$ cat config.mk
export PLATFORM = sky130hd
export DESIGN_NAME = bzc_ctrl
export DESIGN_NICKNAME = d
export VERILOG_FILES = /design/src/rtl/bzc_pkg.sv /design/src/rtl/bzc_ctrl.sv
export VERILOG_INCLUDE_DIRS = /design/src /design/src/rtl
export SDC_FILE = /design/constraint.sdc
export NUM_CORES = 1
export LEC_CHECK = 0
export ABC_CLOCK_PERIOD_IN_PS = 2200
export BUFFER_PORTS_ARGS = -buffer_cell sky130_fd_sc_hd__buf_2
export CORE_AREA = 5 5 42 44
export CTS_CLUSTER_DIAMETER = 50
export DETAILED_ROUTE_END_ITERATION = 10
export DIE_AREA = 0 0 47 49
export MAX_ROUTING_LAYER = met4
export PLACE_DENSITY = 0.46
export SLEW_MARGIN = 20
export SYNTH_ARGS = -nofsm -noshare
export SYNTH_HDL_FRONTEND = slang
export SYNTH_SLANG_ARGS = --single-unit
$ cat constraint.sdc
create_clock -name clk_i -period 2.2 [get_ports clk_i]
set_input_delay 0.33 -clock clk_i [delete_from_list [all_inputs] [get_ports clk_i]]
set_output_delay 0.33 -clock clk_i [all_outputs]
set_load 0.005 [all_outputs]
$ cat src/rtl/bresenham_zone_counter_unit_macros.svh
// assertion macros used by the zone counter controller
// expects clk_i and rst_ni in the scope of each use
`ifndef BRESENHAM_ZONE_COUNTER_UNIT_MACROS_SVH
`define BRESENHAM_ZONE_COUNTER_UNIT_MACROS_SVH

// checked only while out of reset
`define BZC_ASSERT(label, prop, msg) \
  label: assert property (@(posedge clk_i) disable iff (!rst_ni) prop) else $error(msg);

// checked at every edge, reset included
`define BZC_ASSERT_ALWAYS(label, prop, msg) \
  label: assert property (@(posedge clk_i) prop) else $error(msg);

`endif

$ cat src/rtl/bzc_pkg.sv
// shared types and constants of the bresenham zone counter
// no dependencies
package bzc_pkg;

  localparam int unsigned COORD_W = 8;
  localparam int unsigned GRID_W  = 9;
  localparam int unsigned CNT_W   = 9;
  localparam int unsigned STEP_W  = 10;
  localparam int unsigned ERR_W   = 11;
  localparam int unsigned CFG_IDX_W = 1;

  localparam logic [CFG_IDX_W-1:0] REG_GRID_WIDTH  = 1'b0;
  localparam logic [CFG_IDX_W-1:0] REG_GRID_HEIGHT = 1'b1;

  localparam logic [GRID_W-1:0] GRID_RESET = 9'd256;

  localparam logic MODE_WRITE = 1'b0;
  localparam logic MODE_TRACE = 1'b1;

  localparam logic [1:0] ZONE_CHOKE    = 2'd1;
  localparam logic [1:0] ZONE_CROSSING = 2'd2;

  typedef struct packed {
    logic               mode;
    logic [COORD_W-1:0] cell_x;
    logic [COORD_W-1:0] cell_y;
    logic [1:0]         zone;
    logic [COORD_W-1:0] start_x;
    logic [COORD_W-1:0] start_y;
    logic [COORD_W-1:0] end_x;
    logic [COORD_W-1:0] end_y;
  } in_item_t;

  typedef struct packed {
    logic [CNT_W-1:0] choke_count;
    logic [CNT_W-1:0] crossing_count;
    logic             path_ok;
  } out_item_t;

  typedef enum logic [1:0] {
    ST_IDLE,
    ST_WALK,
    ST_DRAIN,
    ST_DONE
  } state_e;

  typedef struct packed {
    logic load_trace;
    logic write_cell;
    logic step;
    logic fail;
    logic res_load;
  } cmd_t;

  typedef struct packed {
    logic limit_hit;
    logic cell_bad;
    logic at_end;
  } status_t;

endpackage

$ cat src/rtl/bzc_ctrl.sv
// controller state machine: input handshake, walk sequencing, result register valid
// depends on bzc_pkg and the assertion macro header
`include "bresenham_zone_counter_unit_macros.svh"
module bzc_ctrl
  import bzc_pkg::*;
(
  input  logic    clk_i,
  input  logic    rst_ni,
  input  logic    in_valid_i,
  input  logic    in_mode_i,
  output logic    in_stall_o,
  output logic    out_valid_o,
  input  logic    out_stall_i,
  input  status_t status_i,
  output cmd_t    cmd_o
);

  state_e state_q, state_d;
  logic   out_valid_q, out_valid_d;
  logic   in_accept, out_free;

  assign in_stall_o = state_q != ST_IDLE;
  assign in_accept  = in_valid_i && !in_stall_o;
  assign out_free   = !out_valid_q || !out_stall_i;

  always_comb begin
    state_d = state_q;
    unique case (state_q)
      ST_IDLE: begin
        if (in_accept && in_mode_i == MODE_TRACE) begin
          state_d = ST_WALK;
        end
      end
      ST_WALK: begin
        if (status_i.limit_hit || status_i.cell_bad || status_i.at_end) begin
          state_d = ST_DRAIN;
        end
      end
      ST_DRAIN: state_d = ST_DONE;
      ST_DONE: begin
        if (out_free) begin
          state_d = ST_IDLE;
        end
      end
      default: state_d = ST_IDLE;
    endcase
  end

  always_comb begin
    cmd_o = '0;
    unique case (state_q)
      ST_IDLE: begin
        cmd_o.load_trace = in_accept && in_mode_i == MODE_TRACE;
        cmd_o.write_cell = in_accept && in_mode_i == MODE_WRITE;
      end
      ST_WALK: begin
        cmd_o.step = !status_i.limit_hit && !status_i.cell_bad;
        cmd_o.fail = !status_i.limit_hit && status_i.cell_bad;
      end
      ST_DRAIN: ;
      ST_DONE: cmd_o.res_load = out_free;
      default: ;
    endcase
  end

  always_comb begin
    out_valid_d = out_valid_q;
    if (cmd_o.res_load) begin
      out_valid_d = 1'b1;
    end else if (!out_stall_i) begin
      out_valid_d = 1'b0;
    end
  end

  always_ff @(posedge clk_i or negedge rst_ni) begin
    if (!rst_ni) begin
      state_q     <= ST_IDLE;
      out_valid_q <= 1'b0;
    end else begin
      state_q     <= state_d;
      out_valid_q <= out_valid_d;
    end
  end

  assign out_valid_o = out_valid_q;

  `BZC_ASSERT(a_trace_starts_walk, cmd_o.load_trace |=> state_q == ST_WALK, "trace did not start a walk")
  `BZC_ASSERT(a_res_load_free, cmd_o.res_load |-> (!out_valid_q || !out_stall_i), "result overwrote a waiting beat")
  `BZC_ASSERT(a_drain_to_done, state_q == ST_DRAIN |=> state_q == ST_DONE, "drain did not reach done")
  `BZC_ASSERT_ALWAYS(a_no_step_on_bad, !(cmd_o.step && cmd_o.fail), "step and fail together")

endmodule

# --- Word level (Yosys, flattened, before mapping) ---
# Cells that the tools add are included.
totals:
  register_bits: 3
  latch_bits: 0
  mem_bits_rw: 0
  mem_bits_ro: 0
  out_inout_bits: 7
  elab_cells: 35
  n_memories: 0
classes:
  add_sub_neg: 0
  mul: 0
  div: 0
  order_cmp: 0
  eq_ne: 7
  shifts: 0
  n_mux: 9
  bitwise: 1
  reduce_logical: 16
ops:
  columns: ["cell", "n"]
  rows:
  - ["2-to-1 mux 2 bit", 5]
  - ["one-hot mux 2 bit (4 select lines)", 1]
  - ["inequality test 2 bit, second input constant", 3]
  - ["logical AND 1 bit", 5]
  - ["zero test 1 bit", 5]
  - ["equality test 2 bit, second input constant", 2]
  - ["logical OR 1 bit", 3]
  - ["2-to-1 mux 1 bit", 3]
  - ["AND reduction 3 bit", 1]
  - ["equality test 2 x 1 -> 1 bit, second input constant", 1]
  - ["zero test 2 bit", 1]
  - ["inequality test 2 x 1 -> 1 bit, second input constant", 1]
  - ["nonzero test 2 bit", 1]
  - ["NOT 1 bit", 1]

# --- Logic depth before layout (Yosys ltp) ---
# Gate-level depths: netlist (run 1).
depth:
  word_depth: 6
  ltp_mapped: 5
  mapped_depth_nobuf: 5

# --- Least setup slack after synthesis (run 1) ---
# OpenSTA, ideal clock, no wires.
synth_path:
  path_kind: "reg2reg"
  startpoint: "reg state_q[0]"
  endpoint: "reg state_q[1]"
  setup_time_ns: 0.125
  arrival_time_ns: 1.323
  path_slack_ns: 0.752
  stages_incl_launch_ff: 5
  period_less_slack_ns: 1.448
  cell_sequence: "dfrtp_1 > ha_1 > and3_1 > nor3_2 > mux2_4"
synth_between:
  elab_chain_len: 6
  elab_cells_between_ends: 13
  cone_classes: "eq/ne (6); mux (1); reduce/logical (6)"
synth_rtl:
  columns: ["element", "line", "text"]
  rows:
  - ["start, declared", "bzc_ctrl.sv:18", "state_e state_q, state_d;"]
  - ["start signal, assigned", "bzc_ctrl.sv:80", "state_q <= state_d;"]
  - ["nonzero test 2 bit", "bzc_ctrl.sv:22", "assign in_stall_o = state_q != ST_IDLE;"]
  - ["zero test 1 bit", "bzc_ctrl.sv:23", "assign in_accept = in_valid_i && !in_stall_o;"]
  - ["logical AND 1 bit", "bzc_ctrl.sv:23", null]
  - ["logical AND 1 bit", "bzc_ctrl.sv:30", "if (in_accept && in_mode_i == MODE_TRACE) begin"]
  - ["inequality test 2 bit (no line)", null, null]
  - ["AND reduction 3 bit (no line)", null, null]
# Parallel ways exist; a longest one is shown, timed or not.
# A chain may end at the register's enable or synchronous reset.

==> results_dict.tcl, run 1 <==
set metrics [dict create \
    antenna_cells 0 \
    synth_cells 26 \
    finalMaxSlewViolations 0 \
    wl_met1_microns 249 \
    ctsResizeCount 0 \
    synth_nets 38 \
    grt_pass1_vias 250 \
    ctsLongestPathBuffers 2 \
    num_rows 14 \
    synthToLayoutAreaGrowth_pct 44.2 \
    seq_area_frac_synth_pct 27.9 \
    cp_data_required_time_ns 1.87 \
    initial_core_util_pct 19.2 \
    die_y_microns 49 \
    antenna_found_initial 0 \
    cp_slowest_stage_delay_ns 0.40 \
    synth_area_sq_um 269 \
    routedWlPerCell_microns 9.08 \
    grt_pass1_wl_microns 931 \
    drt_iter0_markers 0 \
    route.detailed.drc 0 \
    path_clk_slew_ns 0.04 \
    ant_nets 0 \
    hold_violations 0 \
    crit_chain "inv_1, ha_1, nor3b_1, buf_2" \
    cts_tree "built" \
    cts_sinks 3 \
    core_region_area_sq_um 1400 \
    track_usage_pct 5.93 \
    grt_setup_unrepaired "false" \
    layout-drive-gt1-share_pct 47.7 \
    status "completed" \
    yosysTopAreaCell "dfrtp_1" \
    vias 246 \
    maxCapViolCount 0 \
    end_kind "primary output" \
    nFillCells 158 \
    yosys_warnings 0 \
    synth_top_area_share_pct 27.9 \
    tightest_slew_ns 0.266 \
    max_freq_mhz 647 \
    io_pins 15 \
    design_area_sq_um 388 \
    crit_arrival_ns 1.21 \
    finalCriticalPeriod_ns 1.54 \
    vias_per_cell 4.10 \
    dpl_cell_area_sq_um 352 \
    numCtsBuffers 3 \
    start_kind "flip-flop" \
    dieArea_sq_um 2300 \
    setup_viol 0 \
    clock-skew-final_ns 0.000921 \
    dpl.hpwl_microns 462 \
    hold_class "input port to flip-flop" \
    route.met2.wl_microns 218 \
    grt-ovfl-total 0 \
    wl_met3_microns 77 \
    totalPowerFinal_mw 0.451 \
    first_pass_iters 1 \
    final_cell_mix "buf_2, ha_1" \
    p_leak_nw 0.221 \
    finalCritPeriodShare_pct 70.2 \
    drt-total-wl_microns 545 \
    grt_max_degree 6 \
    utilization_pct 27.7 \
    highest_layer "met3" \
    synth_seq_cells 3 \
    finalSetupTns_ns 0 \
    reg2reg_slack_ns 0.68 \
    final_common_cell "buf_2" \
    fin_nets 57 \
    crit_fanout 4 \
    gp_congestion 0.633 \
    max_slew_margin_pct 82.1 \
    h-tree-depth 1 \
    io_buffer_count 14 \
    avgSynthCellArea_sq_um 10.3 \
    p_per_area_nw_per_um2 1160 \
    critPathSlowestCell "dfrtp_1" \
    root_buffer "clkbuf_4" \
    clk_latency_ns 0.23 \
    synth.distinct_cells 15 \
    setup.worst_path.class "flip-flop to primary output" \
    ir_drop_mv 0.493 \
    ys_top_cells_by_area "dfrtp_1, ha_1, nor4b_4, a21boi_0, mux2_4" \
    fp.dieW_microns 47 \
]
[critical path, delay by kind of cell (launching register included)]
| kind | cells | cell delay, ns |
|---|---|---|
| simple gates | 1 | 0.18 |
| flops | 1 | 0.40 |
| fa+ha+maj | 1 | 0.18 |
| buf+inv | 2 | 0.23 |
[timing repair]
| item | CTS | global route |
|---|---|---|
| hold endpoints to repair | 3 | 0 |
| hold buffers | 1 | 0 |
| setup buffers | 0 | 0 |
[layer usage]
| metal | up-vias | track usage [%] |
|---|---|---|
| li1 | 124 | - |
| met1 | 109 | 6.42 |
| met2 | 13 | 7.92 |
| met3 | 0 | 2.21 |
| met4 | 0 | 5.53 |
| met5 | - | - |
[area by class of cell]
cell class                      instances  area, sq um  area share [%]
Tap cell                               16         20.0            5.16
Timing Repair Buffer                   15         80.1            20.6
Sequential cell                         3         75.1            19.4
Multi-Input combinational cell         19          175            45.2
Clock buffer                            4         26.3            6.77
Inverter                                3         11.3            2.90
[final timing paths]
| path | start | endpoint | depth (start not counted) |
|---|---|---|---|
| setup / recovery | state_q[1] | cmd_o[2] | 4 |
| hold / removal | out_stall_i | out_valid_o | 2 |
| setup reg to reg | state_q[0] | state_q[1] | 4 |
| hold reg to reg | out_valid_o | out_valid_o | 1 |
| max in group asynchronous | rst_ni | state_q[0] | 2 |
| min in group asynchronous | rst_ni | out_valid_o | 2 |
[power breakdown]
| group | leakage (nW) | internal, mW | switching (mW) |
|---|---|---|---|
| Combinational | 0.170 | 0.138 | 0.106 |
| Clock | 0.0150 | 0.0679 | 0.0273 |
| Sequential | 0.0361 | 0.0856 | 0.0263 |
[cells in the mapped netlist]
master,count
dfrtp_1,3
a21o_1,1
mux2_4,1
a21boi_0,2
nand2_1,1
nor2_1,3
nor3b_1,1
and3b_2,1
a2bb2oi_1,1
and3_1,2
nor3_2,1
buf_4,1
inv_1,3
ha_1,4
nor4b_4,1
[stage by stage]
step / setup slack [ns] / hold WS, ns / instances
global route: 0.525 / 0.333 / 60
floorplan: 0.752 / 0.0344 / 26
finish: 0.656 / 0.332 / 60
CTS: 0.633 / 0.327 / 60
global placement: 0.692 / 0.127 / 55
detailed placement: 0.674 / 0.128 / 55
[sequential cells by signal, indices dropped and copies added, names as in the netlist]
register,count
state_q,2
out_valid_o,1
[cells by family (layout without fill, tap and decap cells)]
group	Yosys count	after routing	synth area share (%)
fa+ha+maj	4	4	18.6
compound gates	4	4	11.6
mux	1	1	5.58
simple gates	10	10	29.3
buf+inv	4	22	6.98
flops	3	3	27.9
Power figures use the tool's default switching activity.
==> run 2: changes to the inputs <==
--- a/config.mk
+++ b/config.mk
@@ -6,7 +6,8 @@
 export SDC_FILE = /design/constraint.sdc
 export NUM_CORES = 1
 export LEC_CHECK = 0
-export ABC_CLOCK_PERIOD_IN_PS = 2200
+export ABC_AREA = 1
+export ABC_CLOCK_PERIOD_IN_PS = 1500
 export BUFFER_PORTS_ARGS = -buffer_cell sky130_fd_sc_hd__buf_2
 export CORE_AREA = 5 5 42 44
 export CTS_CLUSTER_DIAMETER = 50
==> constraint.sdc (replaced) <==
create_clock -name clk_i -period 1.5 [get_ports clk_i]
set_input_delay 0.225 -clock clk_i [delete_from_list [all_inputs] [get_ports clk_i]]
set_output_delay 0.225 -clock clk_i [all_outputs]
set_load 0.005 [all_outputs]
==> run 2 against run 1 <==
- clock power increased by 44%
- final cell count up 18%
- first-iteration DRC count is 3 higher
- area after synthesis unchanged
- count of clock-buffer cells in the layout did not move
- sequential share of layout area shrank 1.3 points
- largest cell class unchanged
- highest routed layer unchanged
==> results_dict.tcl, run 2 <==
set metrics [dict create \
    status "completed" \
    synth_commonest_cells "nand2_1, inv_1, ha_1" \
    numCtsBuffers 3 \
    routedWlPerCell_microns 9.30 \
    antenna_cells 0 \
    h-tree-depth 1 \
    grt_setup_unrepaired "false" \
    hold_class "input port to flip-flop" \
    seq_area_frac_synth_pct 27.9 \
    layout-drive-gt1-share_pct 47.3 \
    synth_nets 48 \
    start_kind "flip-flop" \
    vias 281 \
    design_area_sq_um 422 \
    setup.worst_path.class "flip-flop to primary output" \
    largest_reg_flops 2 \
    grt_pass1_vias 286 \
    end_kind "primary output" \
    die_y_microns 49 \
    route.detailed.drc 0 \
    synth_flop_cell "dfrtp_1" \
    ctsLongestPathBuffers 2 \
    num_rows 14 \
    io_pins 15 \
    top_register "state_q" \
    synth_seq_cells 3 \
    grt_pass1_wl_microns 993 \
    hp-start "out_stall_i" \
    tightest_slew_ns 0.142 \
    clock-skew-final_ns 0.00273 \
    setup_viol 0 \
    path_clk_slew_ns 0.04 \
    dieArea_sq_um 2300 \
    multi_input_area_sq_um 181 \
    maxCapViolCount 0 \
    crit_chain "inv_2, ha_4, inv_1, nor3b_1, buf_2" \
    synthArstFlopShare_pct 100 \
    nFillCells 173 \
    synth_edf_count 0 \
    initial_core_util_pct 19.2 \
    yosys_warnings 0 \
    max_slew_margin_pct 90.5 \
    crit_fanout 2 \
    synth_top_area_share_pct 27.9 \
    crit_arrival_ns 1.19 \
    core_region_area_sq_um 1400 \
    finalCriticalPeriod_ns 1.41 \
    track_usage_pct 6.36 \
    cts_tree "built" \
    seqCellArea_sq_um 76.3 \
    max_freq_mhz 707 \
    synth_area_sq_um 269 \
    drt_iter0_markers 3 \
    root_buffer "clkbuf_4" \
    grt-ovfl-total 0 \
    ir_drop_mv 0.537 \
    gp_congestion 0.693 \
    p_per_area_nw_per_um2 1780 \
    cp_data_required_time_ns 1.27 \
    clk_latency_ns 0.23 \
    post-synth-top-count-cell "nand2_1" \
    avgSynthCellArea_sq_um 7.47 \
    critPathSlowestCell "dfrtp_1" \
    finalCritPeriodShare_pct 94.3 \
    cp_slowest_stage_delay_ns 0.39 \
    vias_per_cell 3.96 \
    ys_top_cells_by_area "dfrtp_1, ha_1, nand2_1, nand3_2, inv_1" \
    p_leak_nw 0.244 \
    synth.distinct_cells 11 \
    cts_sinks 3 \
    final_common_cell "buf_2" \
    final_cell_mix "buf_2, nand2_1, inv_1" \
    antenna_found_initial 0 \
    r2r-start "state_q[0]" \
    fp.dieW_microns 47 \
    ant_nets 0 \
    drt-total-wl_microns 660 \
    synthToLayoutAreaGrowth_pct 56.7 \
    finalMaxSlewViolations 0 \
    synth_cells 36 \
    io_buffer_count 14 \
    grt_max_degree 6 \
    dpl.hpwl_microns 508 \
    startpoint "state_q[1]" \
    finalSetupTns_ns 0 \
    dpl_cell_area_sq_um 352 \
    fin_nets 68 \
    hold_violations 0 \
    first_pass_iters 3 \
    yosysTopAreaCell "dfrtp_1" \
]
==> run 2: cell types whose count changed in the layout (fill, tap and decap cells not counted), sizes merged, moves of 2 or more <==
cell / previous run / this run
a21boi: 2 / 0
and3: 2 / 0
inv: 3 / 8
nand2: 1 / 9
nand3: 0 / 3
nand4: 0 / 2
==> run 2: report_power, final <==
group | switching [mW] | internal, mW | leakage, nW
sequential | 0.0419 | 0.127 | 0.0358
combinational | 0.233 | 0.211 | 0.193
clock | 0.0380 | 0.0994 | 0.0150
total | 0.313 | 0.438 | 0.244
==> run 2: what timing repair did <==
item                       in CTS  in global routing
hold endpoints to repair        3                  0
setup endpoints to repair       1                  3
hold buffers                    1                  0
buffers inserted                1                  0
pin swaps                       0                  0
gates resized for setup         0                  7
==> run 2: path summary, 6_finish.rpt <==
check / endpoint / slack, ns / cells after the start
setup / recovery: cmd_o[1] / 0.09 / 5
hold / removal: out_valid_o / 0.23 / 3
setup reg to reg: state_q[1] / 0.29 / 7
hold reg to reg: out_valid_o / 0.48 / 2
max in group asynchronous: state_q[0] / 1.07 / 2
min in group asynchronous: out_valid_o / 0.32 / 2
==> run 2: through the flow <==
stage / setup WS (ns) / total power, mW / utilization (%) / hold slack [ns] / cells
after floorplan: 0.352 / 0.411 / - / -0.0706 / 36
after global placement: 0.225 / 0.511 / 25.1 / 0.0229 / 65
after detailed placement: 0.192 / 0.522 / 25.1 / 0.0212 / 65
after CTS: 0.0141 / 0.691 / 28.2 / 0.220 / 71
after global routing: 0.00934 / 0.822 / 30.1 / 0.243 / 71
final: 0.0861 / 0.750 / 30.1 / 0.229 / 71
==> run 2: cells by family (layout without fill, tap and decap cells) <==
| kind of cell | count (synthesis) | in the layout | synth area share [%] |
|---|---|---|---|
| simple gates | 20 | 20 | 39.5 |
| flops | 3 | 3 | 27.9 |
| buf+inv | 9 | 28 | 14.0 |
| fa+ha+maj | 4 | 4 | 18.6 |
==> run 2: cell type report <==
cell class              count  area share, %
flip-flops and latches      3           18.1
repair buffers             16           20.8
multi-input cells          24           43.0
inverters                   8           7.12
clock buffers               4           6.23
well taps                  16           4.75
==> run 2: routing by layer <==
metal | up-vias | wire [microns] | track usage [%]
met5 | - | 0 | -
met4 | 0 | 0 | 6.91
met3 | 0 | 29 | 0
met2 | 6 | 377 | 10.9
met1 | 128 | 253 | 5.51
li1 | 147 | - | -
==> run 2: worst max-delay path: cells and delay by family (launching register included) <==
kind | cells | cell delay, ns
fa+ha+maj | 1 | 0.14
simple gates | 1 | 0.15
buf+inv | 3 | 0.28
flops | 1 | 0.39
==> run 3: changes to the inputs <==
--- a/config.mk
+++ b/config.mk
@@ -7,14 +7,13 @@
 export NUM_CORES = 1
 export LEC_CHECK = 0
 export ABC_AREA = 1
-export ABC_CLOCK_PERIOD_IN_PS = 1500
+export ABC_CLOCK_PERIOD_IN_PS = 1490
 export BUFFER_PORTS_ARGS = -buffer_cell sky130_fd_sc_hd__buf_2
 export CORE_AREA = 5 5 42 44
 export CTS_CLUSTER_DIAMETER = 50
 export DETAILED_ROUTE_END_ITERATION = 10
 export DIE_AREA = 0 0 47 49
 export MAX_ROUTING_LAYER = met4
-export PLACE_DENSITY = 0.46
 export SLEW_MARGIN = 20
 export SYNTH_ARGS = -nofsm -noshare
 export SYNTH_HDL_FRONTEND = slang
==> constraint.sdc (replaced) <==
create_clock -name clk_i -period 1.49 [get_ports clk_i]
set_input_delay 0.2235 -clock clk_i [delete_from_list [all_inputs] [get_ports clk_i]]
set_output_delay 0.2235 -clock clk_i [all_outputs]
set_load 0.005 [all_outputs]
==> run 3 against run 2 <==
- critical path depth did not move
- largest cell class unchanged
- critical path type unchanged
- die area did not move
- highest routed layer unchanged
- clock skew is 0.0015 ns higher
==> results_dict.tcl, run 3 (synthesized netlist as in run 2, its figures left out) <==
set metrics [dict create \
    status "completed" \
    crit_arrival_ns 1.24 \
    finalCritPeriodShare_pct 98.0 \
    multi_input_area_sq_um 171 \
    grt_pass1_vias 266 \
    p_per_area_nw_per_um2 1770 \
    numCtsBuffers 3 \
    hold_violations 0 \
    dpl.hpwl_microns 481 \
    place_inst 65 \
    antenna_cells 0 \
    crit_fanout 2 \
    finalMaxSlewViolations 0 \
    cp_num_buf_inv 3 \
    synthToLayoutAreaGrowth_pct 52.6 \
    max_freq_mhz 685 \
    die_y_microns 49 \
    dieArea_sq_um 2300 \
    route.detailed.drc 0 \
    critPathSlowestCell "dfrtp_1" \
    cp_data_required_time_ns 1.27 \
    grt_pass1_wl_microns 938 \
    finalCriticalPeriod_ns 1.46 \
    first_pass_iters 3 \
    vias 277 \
    start_kind "flip-flop" \
    num_rows 14 \
    grt_setup_unrepaired "true" \
    largest_reg_flops 2 \
    cts_tree "built" \
    drt-total-wl_microns 599 \
    track_usage_pct 6.22 \
    fp.dieW_microns 47 \
    routedWlPerCell_microns 8.44 \
    gp_congestion 0.624 \
    setup.worst_path.class "flip-flop to primary output" \
    initial_core_util_pct 19.2 \
    path_delay_family "flip-flops" \
    maxCapViolCount 0 \
    clock-skew-final_ns 0.00427 \
    seqCellArea_sq_um 75.1 \
    fin_nets 68 \
    h-tree-depth 1 \
    ctsLongestPathBuffers 2 \
    finalSetupTns_ns 0 \
    core_region_area_sq_um 1400 \
    grt_max_degree 6 \
    antenna_found_initial 0 \
    ant_nets 0 \
    final_cell_mix "buf_2, nand2_1, inv_1" \
    root_buffer "clkbuf_4" \
    cts_sinks 3 \
    vias_per_cell 3.90 \
    final_cells 71 \
    cp_slowest_stage_delay_ns 0.39 \
    ir_drop_mv 0.546 \
    top_register "state_q" \
    p_leak_nw 0.244 \
    io_buffer_count 14 \
    clk_latency_ns 0.23 \
    end_kind "primary output" \
    design_area_sq_um 410 \
    io_pins 15 \
    max_slew_margin_pct 90.7 \
    hold_class "input port to flip-flop" \
    crit_chain "inv_2, ha_2, inv_1, nor3b_1, buf_2" \
    grt-ovfl-total 0 \
    whs_ns 0.218 \
    nFillCells 176 \
    tightest_slew_ns 0.140 \
    drt_iter0_markers 3 \
    dpl_cell_area_sq_um 352 \
    layout-drive-gt1-share_pct 43.6 \
    setup_viol 0 \
    path_clk_slew_ns 0.04 \
    final_common_cell "buf_2" \
]
==> run 3: cell counts in the layout (fill, tap and decap cells not counted) <==
No cell type changed its count.
==> run 3: path summary, 6_finish.rpt <==
kind	startpoint	endpoint	slack, ns	depth (start not counted)
worst max register to register	state_q[0]	state_q[1]	0.28	7
max in group asynchronous	rst_ni	out_valid_o	1.06	2
worst min-delay path	out_stall_i	out_valid_o	0.22	3
min in group asynchronous	rst_ni	state_q[0]	0.32	2
worst max-delay path	state_q[1]	cmd_o[1]	0.03	5
worst min register to register	out_valid_o	out_valid_o	0.49	2
==> run 3: layout make-up <==
class,count,area share (%)
multi-input combinational,24,41.8
timing repair buffer,16,21.3
sequential,3,18.3
inverter,8,7.32
clock buffer,4,6.40
tap,16,4.88
==> run 3: tightest hold or removal path, delay by kind of cell <==
family	cells	cell delay, ns
simple gates	2	0.11
buf+inv	1	0.07
==> run 3: stage by stage <==
step / utilization [%] / setup slack (ns) / total power [mW]
after global placement: 25.1 / 0.261 / 0.505
after global routing: 29.3 / -0.0337 / 0.817
final: 29.3 / 0.0302 / 0.724
after floorplan: - / 0.342 / 0.414
after CTS: 28.4 / 0.0000340 / 0.697
after detailed placement: 25.1 / 0.218 / 0.517
==> run 3: layer usage <==
metal	GRT usage, %	vias to the layer above	wire length (microns)
met2	10.2	7	332
met1	4.42	122	216
met5	-	-	0
li1	-	148	-
met3	3.32	0	51
met4	5.53	0	0
==> run 3: timing repair <==
action,4_1_cts,5_1_grt
hold endpoints to repair,3,0
buffers inserted,1,0
gates resized for setup,1,3
hold buffers,1,0
endpoints found under the setup margin,1,4
==> run 3: where the power goes <==
| group | internal (mW) | total [mW] | switching, mW |
|---|---|---|---|
| clock | 0.100 | 0.142 | 0.0420 |
| sequential | 0.125 | 0.157 | 0.0323 |
| combinational | 0.202 | 0.425 | 0.224 |
